File: src/hw/rtl/assert_macros.svh
// Assertion macros for the top-level RTL file.
`ifndef ASSERT_MACROS_SVH
`define ASSERT_MACROS_SVH

// Check a property on every rising clk edge outside reset.
`define ASSERT_CLK(lbl, prop, msg) \
	lbl: assert property (@(posedge clk) disable iff (!arst_n) prop) else $error(msg);

// Check a property on every rising clk edge, reset included.
`define ASSERT_ALWAYS(lbl, prop, msg) \
	lbl: assert property (@(posedge clk) prop) else $error(msg);

`endif

File: src/hw/rtl/drml_pkg.sv
// Types and rectangle geometry functions for the dirty rectangle list.
`default_nettype none
package drml_pkg;

	localparam logic [14:0] DIM_MAX = 15'h7FFF;

	typedef struct packed {
		logic        [14:0] h;
		logic        [14:0] w;
		logic signed [15:0] y;
		logic signed [15:0] x;
	} rect_t;

	typedef struct packed {
		logic  active;
		rect_t r;
	} probe_t;

	// Right edge x + w, exact in 18 bits.
	function automatic logic signed [17:0] right_of(rect_t a);
		return $signed({{2{a.x[15]}}, a.x}) + $signed({3'b000, a.w});
	endfunction

	function automatic logic signed [17:0] bottom_of(rect_t a);
		return $signed({{2{a.y[15]}}, a.y}) + $signed({3'b000, a.h});
	endfunction

	// True when o fully contains i.
	function automatic logic holds(rect_t o, rect_t i);
		return (o.x <= i.x) && (o.y <= i.y) &&
			(right_of(o) >= right_of(i)) && (bottom_of(o) >= bottom_of(i));
	endfunction

	// True when the two boxes neither overlap nor touch.
	function automatic logic apart(rect_t a, rect_t b);
		return (right_of(a) < $signed({{2{b.x[15]}}, b.x})) ||
			(right_of(b) < $signed({{2{a.x[15]}}, a.x})) ||
			(bottom_of(a) < $signed({{2{b.y[15]}}, b.y})) ||
			(bottom_of(b) < $signed({{2{a.y[15]}}, a.y}));
	endfunction

	function automatic rect_t bbox(rect_t a, rect_t b);
		logic signed [17:0] ar, br, ab, bb, mr, mb;
		logic signed [18:0] dw, dh;
		rect_t res;
		ar = right_of(a);
		br = right_of(b);
		ab = bottom_of(a);
		bb = bottom_of(b);
		mr = (ar > br) ? ar : br;
		mb = (ab > bb) ? ab : bb;
		res.x = (a.x < b.x) ? a.x : b.x;
		res.y = (a.y < b.y) ? a.y : b.y;
		dw = $signed({mr[17], mr}) - $signed({{3{res.x[15]}}, res.x});
		dh = $signed({mb[17], mb}) - $signed({{3{res.y[15]}}, res.y});
		res.w = (dw > $signed({4'b0000, DIM_MAX})) ? DIM_MAX : dw[14:0];
		res.h = (dh > $signed({4'b0000, DIM_MAX})) ? DIM_MAX : dh[14:0];
		return res;
	endfunction

endpackage
`default_nettype wire

File: src/hw/rtl/drml_cell.sv
// One list entry: checks the passing probe against its rectangle and absorbs it or hands it on.
`default_nettype none
module drml_cell (
	input  wire                 clk,
	input  wire                 arst_n,
	input  wire                 live,
	input  drml_pkg::probe_t    probe_in,
	output drml_pkg::probe_t    probe_out,
	output logic                probe_act,
	input  wire                 shift_en,
	input  drml_pkg::rect_t     shift_in,
	input  wire                 wr_en,
	input  drml_pkg::rect_t     wr_data,
	output drml_pkg::rect_t     entry
);
	import drml_pkg::*;

	logic   act_q;
	rect_t  probe_r_q;
	rect_t  entry_q;
	logic   hold_e, hold_n, hit;
	rect_t  upd;

	always_comb begin
		hold_e = holds(entry_q, probe_r_q);
		hold_n = holds(probe_r_q, entry_q);
		hit    = act_q && live && (hold_e || hold_n || !apart(entry_q, probe_r_q));
		upd    = hold_n ? probe_r_q : bbox(entry_q, probe_r_q);
	end

	assign probe_out = '{active: act_q && !hit, r: probe_r_q};
	assign probe_act = act_q;
	assign entry     = entry_q;

	always_ff @(posedge clk or negedge arst_n) begin
		if (!arst_n) begin
			act_q <= 1'b0;
		end else begin
			act_q <= probe_in.active;
		end
	end

	always_ff @(posedge clk) begin
		probe_r_q <= probe_in.r;
		priority if (wr_en) begin
			entry_q <= wr_data;
		end else if (shift_en) begin
			entry_q <= shift_in;
		end else if (hit && !hold_e) begin
			entry_q <= upd;
		end else begin
			entry_q <= entry_q;
		end
	end
endmodule
`default_nettype wire

File: config.mk
export PLATFORM = sky130hd
export DESIGN_NAME = drml_cell
export DESIGN_NICKNAME = d
export VERILOG_FILES = /design/src/hw/rtl/assert_macros.svh /design/src/hw/rtl/drml_pkg.sv /design/src/hw/rtl/drml_cell.sv
export SDC_FILE = /design/constraint.sdc
export NUM_CORES = 1
export LEC_CHECK = 0
export BUFFER_PORTS_ARGS = -buffer_cell sky130_fd_sc_hd__buf_2
export CORE_ASPECT_RATIO = 1.2
export CORE_MARGIN = 1.5
export CORE_UTILIZATION = 52
export DETAILED_ROUTE_END_ITERATION = 8
export MAX_ROUTING_LAYER = met4
export PLACE_DENSITY = 0.78
export SYNTH_ARGS = -nofsm -noshare
export SYNTH_HDL_FRONTEND = slang
export SYNTH_SLANG_ARGS = --single-unit
File: constraint.sdc
create_clock -name clk -period 28.9 [get_ports clk]
set_input_delay 2.89 -clock clk [delete_from_list [all_inputs] [get_ports clk]]
set_output_delay 2.89 -clock clk [all_outputs]
set_load 0.02 [all_outputs]
Word-level counts from Yosys, hierarchy flattened
Cells that the tools add are included.
{"block": "word_totals", "out_inout_bits": 126, "ff_bits": 125, "elab_cells": 62, "inputBits": 192}
{"block": "op_classes", "mux": 10, "addsub": 6, "reduce_logical": 19, "magnitude_cmp": 18}
{"op": "$mux W62", "count": 4}
{"op": "$add A16 B16 Y17", "count": 4}
{"op": "$ge A17 B17 Y1", "count": 4}
{"op": "$lt A17 B16 Y1", "count": 4}
{"op": "$le A16 B16 Y1", "count": 4}
{"op": "$gt A19 B16 Y1 const B", "count": 2}
{"op": "$sub A18 B16 Y19", "count": 2}
{"op": "$mux W18", "count": 2}
{"op": "$gt A17 B17 Y1", "count": 2}
{"op": "$lt A16 B16 Y1", "count": 2}
{"op": "$mux W16", "count": 2}
{"op": "$mux W15", "count": 2}
{"op": "$logic_and A1 B1 Y1", "count": 10}
{"op": "$logic_or A1 B1 Y1", "count": 5}
{"op": "$logic_not A1 Y1", "count": 3}
{"op": "$reduce_bool A3 Y1", "count": 1}

Longest topological paths before layout
{"block": "logic_depth", "depth_word": 12, "mapped_depth": 35, "depth_no_buf": 32}

Least setup slack after synthesis
Ideal clock, no wire load.
{"block": "synth_path", "kind": "reg2reg", "startpoint": "register entry_q (netlist bit entry[16])", "endpoint": "register entry_q (netlist bit entry[0]), enable pin", "synth_period_minus_slack_ns": 9.441, "t_arrival_ns": 8.874, "stages_incl_launch_ff": 24, "path_slack_ns": 19.459, "setup_ns": 0.568, "required_ns": 28.332, "path_buffers": 3, "cell_sequence": "edfxtp_1 ha_1 inv_1 fa_1 nor2b_1 o21a_1 o21ai_1 a21oi_1 a221o_1 a211oi_1 o21ai_0 a311oi_1 ha_1 a21o_1 a2111oi_2 a211oi_1 a31oi_1 nand2b_1 buf_2 nand4bb_1 buf_4 buf_2 o41a_1 o21ai_0"}
{"block": "synth_between", "elab_chain_cells": 9, "word_cells_on_any_way": 22, "classes_between": "1 x add/sub; 6 x order compare; 15 x reduce/logical"}
{"item": "from (decl)", "line_no": "drml_cell.sv:20", "source": "rect_t entry_q;"}
{"item": "from (signal assigned)", "line_no": "drml_cell.sv:46", "source": "entry_q <= wr_data;"}
{"item": "from (signal assigned)", "line_no": "drml_cell.sv:48", "source": "entry_q <= shift_in;"}
{"item": "from (signal assigned)", "line_no": "drml_cell.sv:50", "source": "entry_q <= upd;"}
{"item": "$add A16 B16 Y17 or $le A16 B16 Y1 (tied branches)", "line_no": "drml_pkg.sv:25, drml_pkg.sv:30"}
{"item": "$lt A17 B16 Y1 or $logic_and A1 B1 Y1 (tied branches)", "line_no": "drml_pkg.sv:38, drml_pkg.sv:30"}
{"item": "$logic_or A1 B1 Y1 or $logic_and A1 B1 Y1 (tied branches)", "line_no": "drml_pkg.sv:37, drml_pkg.sv:30"}
{"item": "$logic_or A1 B1 Y1 or $logic_and A1 B1 Y1 (tied branches)", "line_no": "drml_pkg.sv:38, drml_pkg.sv:31"}
{"item": "$logic_not A1 Y1 or $logic_or A1 B1 Y1 (tied branches)", "line_no": "drml_cell.sv:27", "source": "hit = act_q && live && (hold_e || hold_n || !apart(entry_q, probe_r_q));"}
{"item": "$logic_or A1 B1 Y1", "line_no": "drml_cell.sv:27"}
{"item": "$logic_and A1 B1 Y1", "line_no": "drml_cell.sv:27"}
{"item": "$logic_and A1 B1 Y1 (*)", "line_no": "drml_cell.sv:49", "source": "end else if (hit && !hold_e) begin"}
{"item": "$reduce_bool A3 Y1 (no line) (*)"}
Mark *: on every way between the ends. The rest lies on a longest branch, timed or not.
A chain may end at the register's enable or synchronous reset.

==> results.py <==
metrics = {
    "pwr": {
        "p_comb_share_pct": 78.4,
        "ir_worst_vdd_v": 0.0000821,
        "p_switching_mw": 1.25,
        "internal_power_mw": 1.11,
        "p_clk_share_pct": 9.8,
        "pwr_density_cell_mw_per_mm2": 150,
        "p_sw_share_pct": 53.0,
        "p_leak_nw": 7.67,
        "power_frac_seq_pct": 11.8,
    },
    "sta": {
        "layout_setup_ws_ns": 19.84,
        "setup_tns_ns": 0,
        "fin_crit_ns": 9.06,
        "min_period_over_period_pct": 31.4,
        "hold_viol_final": 0,
        "slew_violations": 0,
        "skew_ns": 0.0105,
        "rsz0062_at_grt": "no",
        "worst_pin_slew_ns": 1.17,
        "setup_viol": 0,
        "max-slew-margin-rel_pct": 21.8,
        "fmax_mhz": 110,
    },
    "hold_path": {
        "hold_class": "reg2reg",
        "min_from": "probe_out[32]",
        "holdPathStages": 2,
        "hold_end": "entry[32]",
    },
    "layout": {
        "seqCellArea_mm2": 0.00313,
        "drive_above_1_share_pct": 22.5,
        "final_net_count": 2286,
        "fillerInstances": 2207,
        "multi_input_area_mm2": 0.00941,
        "synthToLayoutAreaGrowth_pct": 18.8,
    },
    "worst_setup_path": {
        "required_ns": 26.01,
        "reg2regPathDepth": 29,
        "crit_path_start_kind": "flop",
        "rr_startpoint": "entry[17]",
        "arrival_ns": 6.17,
        "path_class": "reg2out",
        "worst-path-max-fanout": 37,
        "r2r_end": "entry[52]",
        "r2r_slack_ns": 20.63,
        "crit_path_end_kind": "primary output",
    },
    "logic_synthesis": {
        "syn_inst": 1569,
        "seq_area_frac_synth_pct": 23.5,
        "synthesis.nets": 1991,
        "yosysUniqueCellTypes": 83,
        "synth_top_cell_by_area": "ha_1",
        "synth-async-reset-ratio_pct": 0.800,
        "yosys_warnings": 0,
        "syn_avg_cell_area_um2": 8.47,
        "synth_area_leaders": "ha_1, edfxtp_1, dfxtp_1",
        "synthFlopType": "edfxtp_1",
        "synth_top_area_share_pct": 21.1,
        "synthesis.area_mm2": 0.0133,
        "synth.most_common_cell": "ha_1",
        "yosys_register_bits": 125,
        "synth_edf_count": 62,
        "synth_common_cells": "ha_1, inv_1, a21oi_1, nand2_1, nor2_1",
    },
    "drt": {
        "drc": 0,
        "drt_iter0_drc": 811,
        "wl_per_cell_um": 20.7,
        "viasPerCell": 6.07,
        "wl_mm": 45.6,
        "ant_nets": 0,
        "first_pass_iters": 7,
        "num_vias": 13400,
    },
    "floorplanning": {
        "rows": 63,
        "die-area_mm2": 0.0265,
        "design.core.area_mm2": 0.0249,
        "die_y_um": 178,
        "start_util_pct": 53.3,
        "die_w_um": 149,
        "io-pin-count": 318,
    },
    "global_routing": {
        "grt_max_degree": 81,
        "grt.overflow.total": 0,
        "grt_usage_pct": 35.3,
        "gr-usage-met3_pct": 5.98,
        "grt_pass1_wl_mm": 69.9,
        "gr-usage-met2_pct": 61.2,
        "grt.busiest_layer": "met2",
        "grt_pass1_vias": 13500,
        "grtUsageMet1_pct": 39.3,
        "antenna_found_initial": 2,
    },
    "cts": {
        "cts_buffers": 17,
        "root_buffer": "clkbuf_16",
        "cts.sinks": 125,
        "clk_pin_slew_ns": 0.07,
        "holdBufCountCts": 0,
        "ctsResizeCount": 0,
        "tritoncts": "done",
        "cts_setup_buffers": 0,
        "cts_max_path_buffers": 2,
        "ctsHtreeMaxLevel": 4,
        "clock_latency_ns": 0.44,
    },
    "flow_run": {
        "cap_viol_max_count": 0,
    },
    "placed_design": {
        "dpl.hpwl_mm": 36.0,
        "io_buffers": 317,
        "place_ws_ns": 20.42,
        "gp_congestion": 0.952,
    },
    "status": {
        "status": "completed",
    },
}
-- power by group through the flow --
| stage | registers (mW) | clock network (mW) | logic, mW |
|---|---|---|---|
| after floorplan | 0.312 | 0 | 1.35 |
| after global placement | 0.281 | 0 | 1.78 |
| after detailed placement | 0.280 | 0 | 1.81 |
| after CTS | 0.277 | 0.234 | 1.82 |
| after global routing | 0.282 | 0.240 | 2.04 |
| final | 0.278 | 0.232 | 1.85 |
-- cell usage in the layout (no fill, tap or decap), types with 6 or more instances in the layout --
cell type and count:
a2111oi_0 7, a211o_1 7, a211oi_1 16, a21o_1 36
a21oi_1 136, a22oi_1 28, a311oi_1 23, a31o_2 6
a31oi_1 12, and2_1 7, and3_1 10, buf_2 316
buf_4 12, clkbuf_16 17, clkinv_4 6, dfxtp_1 62
edfxtp_1 62, fa_1 6, ha_1 224, inv_1 145
mux2_2 24, mux2i_1 21, nand2_1 116, nand2b_1 17
nand3_1 32, nand4_1 15, nor2_1 111, nor2b_1 32
nor3_1 35, o211ai_1 20, o21a_1 31, o21ai_0 74
o221ai_1 18, o221ai_2 8, o22ai_1 6, o31ai_1 23
or3_1 12, xnor2_1 53, xor2_1 11
-- routing by layer --
metal  share of wire (%)  wire length, µm
met2                  50            22700
met1                  39            17900
met5                   0                0
met3                 6.3             2850
met4                 4.6             2090
-- how the worst max path moves through the flow --
stage,cells after the start,end,slack [ns],from
final,19,probe_out[62],19.84,entry[17]
after detailed placement,19,probe_out[62],20.42,entry[17]
after global placement,19,probe_out[62],20.52,entry[17]
after CTS,19,probe_out[62],19.93,entry[17]
after global routing,19,probe_out[62],19.45,entry[17]
after floorplan,23,entry[0],19.46,entry[16]
-- worst max-delay path, stage by stage, from the launching register on --
cell	delay (ns)
edfxtp_1	0.49
ha_1	0.34
a21o_1	0.17
a21oi_1	0.29
o21ai_1	0.11
a2111oi_0	0.96
o31ai_1	0.32
o2111a_1	0.37
nor2_1	0.13
xnor2_1	0.10
ha_1	0.34
nand3_1	0.14
nor4_2	0.20
nand2_1	0.13
o211a_1	0.14
nand2b_1	0.17
nand4bb_4	0.57
o41a_1	0.35
a31o_2	0.25
buf_2	0.15
-- state kept, by name, indices dropped and copies added (netlist names) --
signal	flops
probe_act	1
probe_out	62
entry	62
-- cells by family after synthesis --
logic type | synth area share, %
AND/OR/NAND/NOR | 14.2
buffers and inverters | 6.03
adder cells (fa/ha/maj) | 22.0
flip-flops | 23.5
XOR/XNOR | 4.22
AO/OA/AOI/OAI | 26.4
multiplexers | 3.62
-- layout make-up --
cell class | count | area share [%]
clock buffers | 17 | 2.70
repair buffers | 328 | 10.6
well taps | 325 | 2.58
flip-flops and latches | 125 | 19.8
diodes | 2 | 0.0317
multi-input cells | 1245 | 59.6
clock inverters | 15 | 1.20
inverters | 147 | 3.50
-- metrics by stage --
step           utilization, %  std cells  hold slack [ns]  total power [mW]  cell area [µm²]
2_1_floorplan               -       1569            0.747              1.66            13300
3_3_place_gp             60.9       2170            0.640              2.06            15200
3_5_place_dp             60.9       2170            0.643              2.09            15200
4_1_cts                  63.3       2202            0.657              2.33            15800
5_1_grt                  63.4       2204            0.681              2.57            15800
6_report                 63.4       2204            0.661              2.36            15800
(Power assumes the default switching activity.)
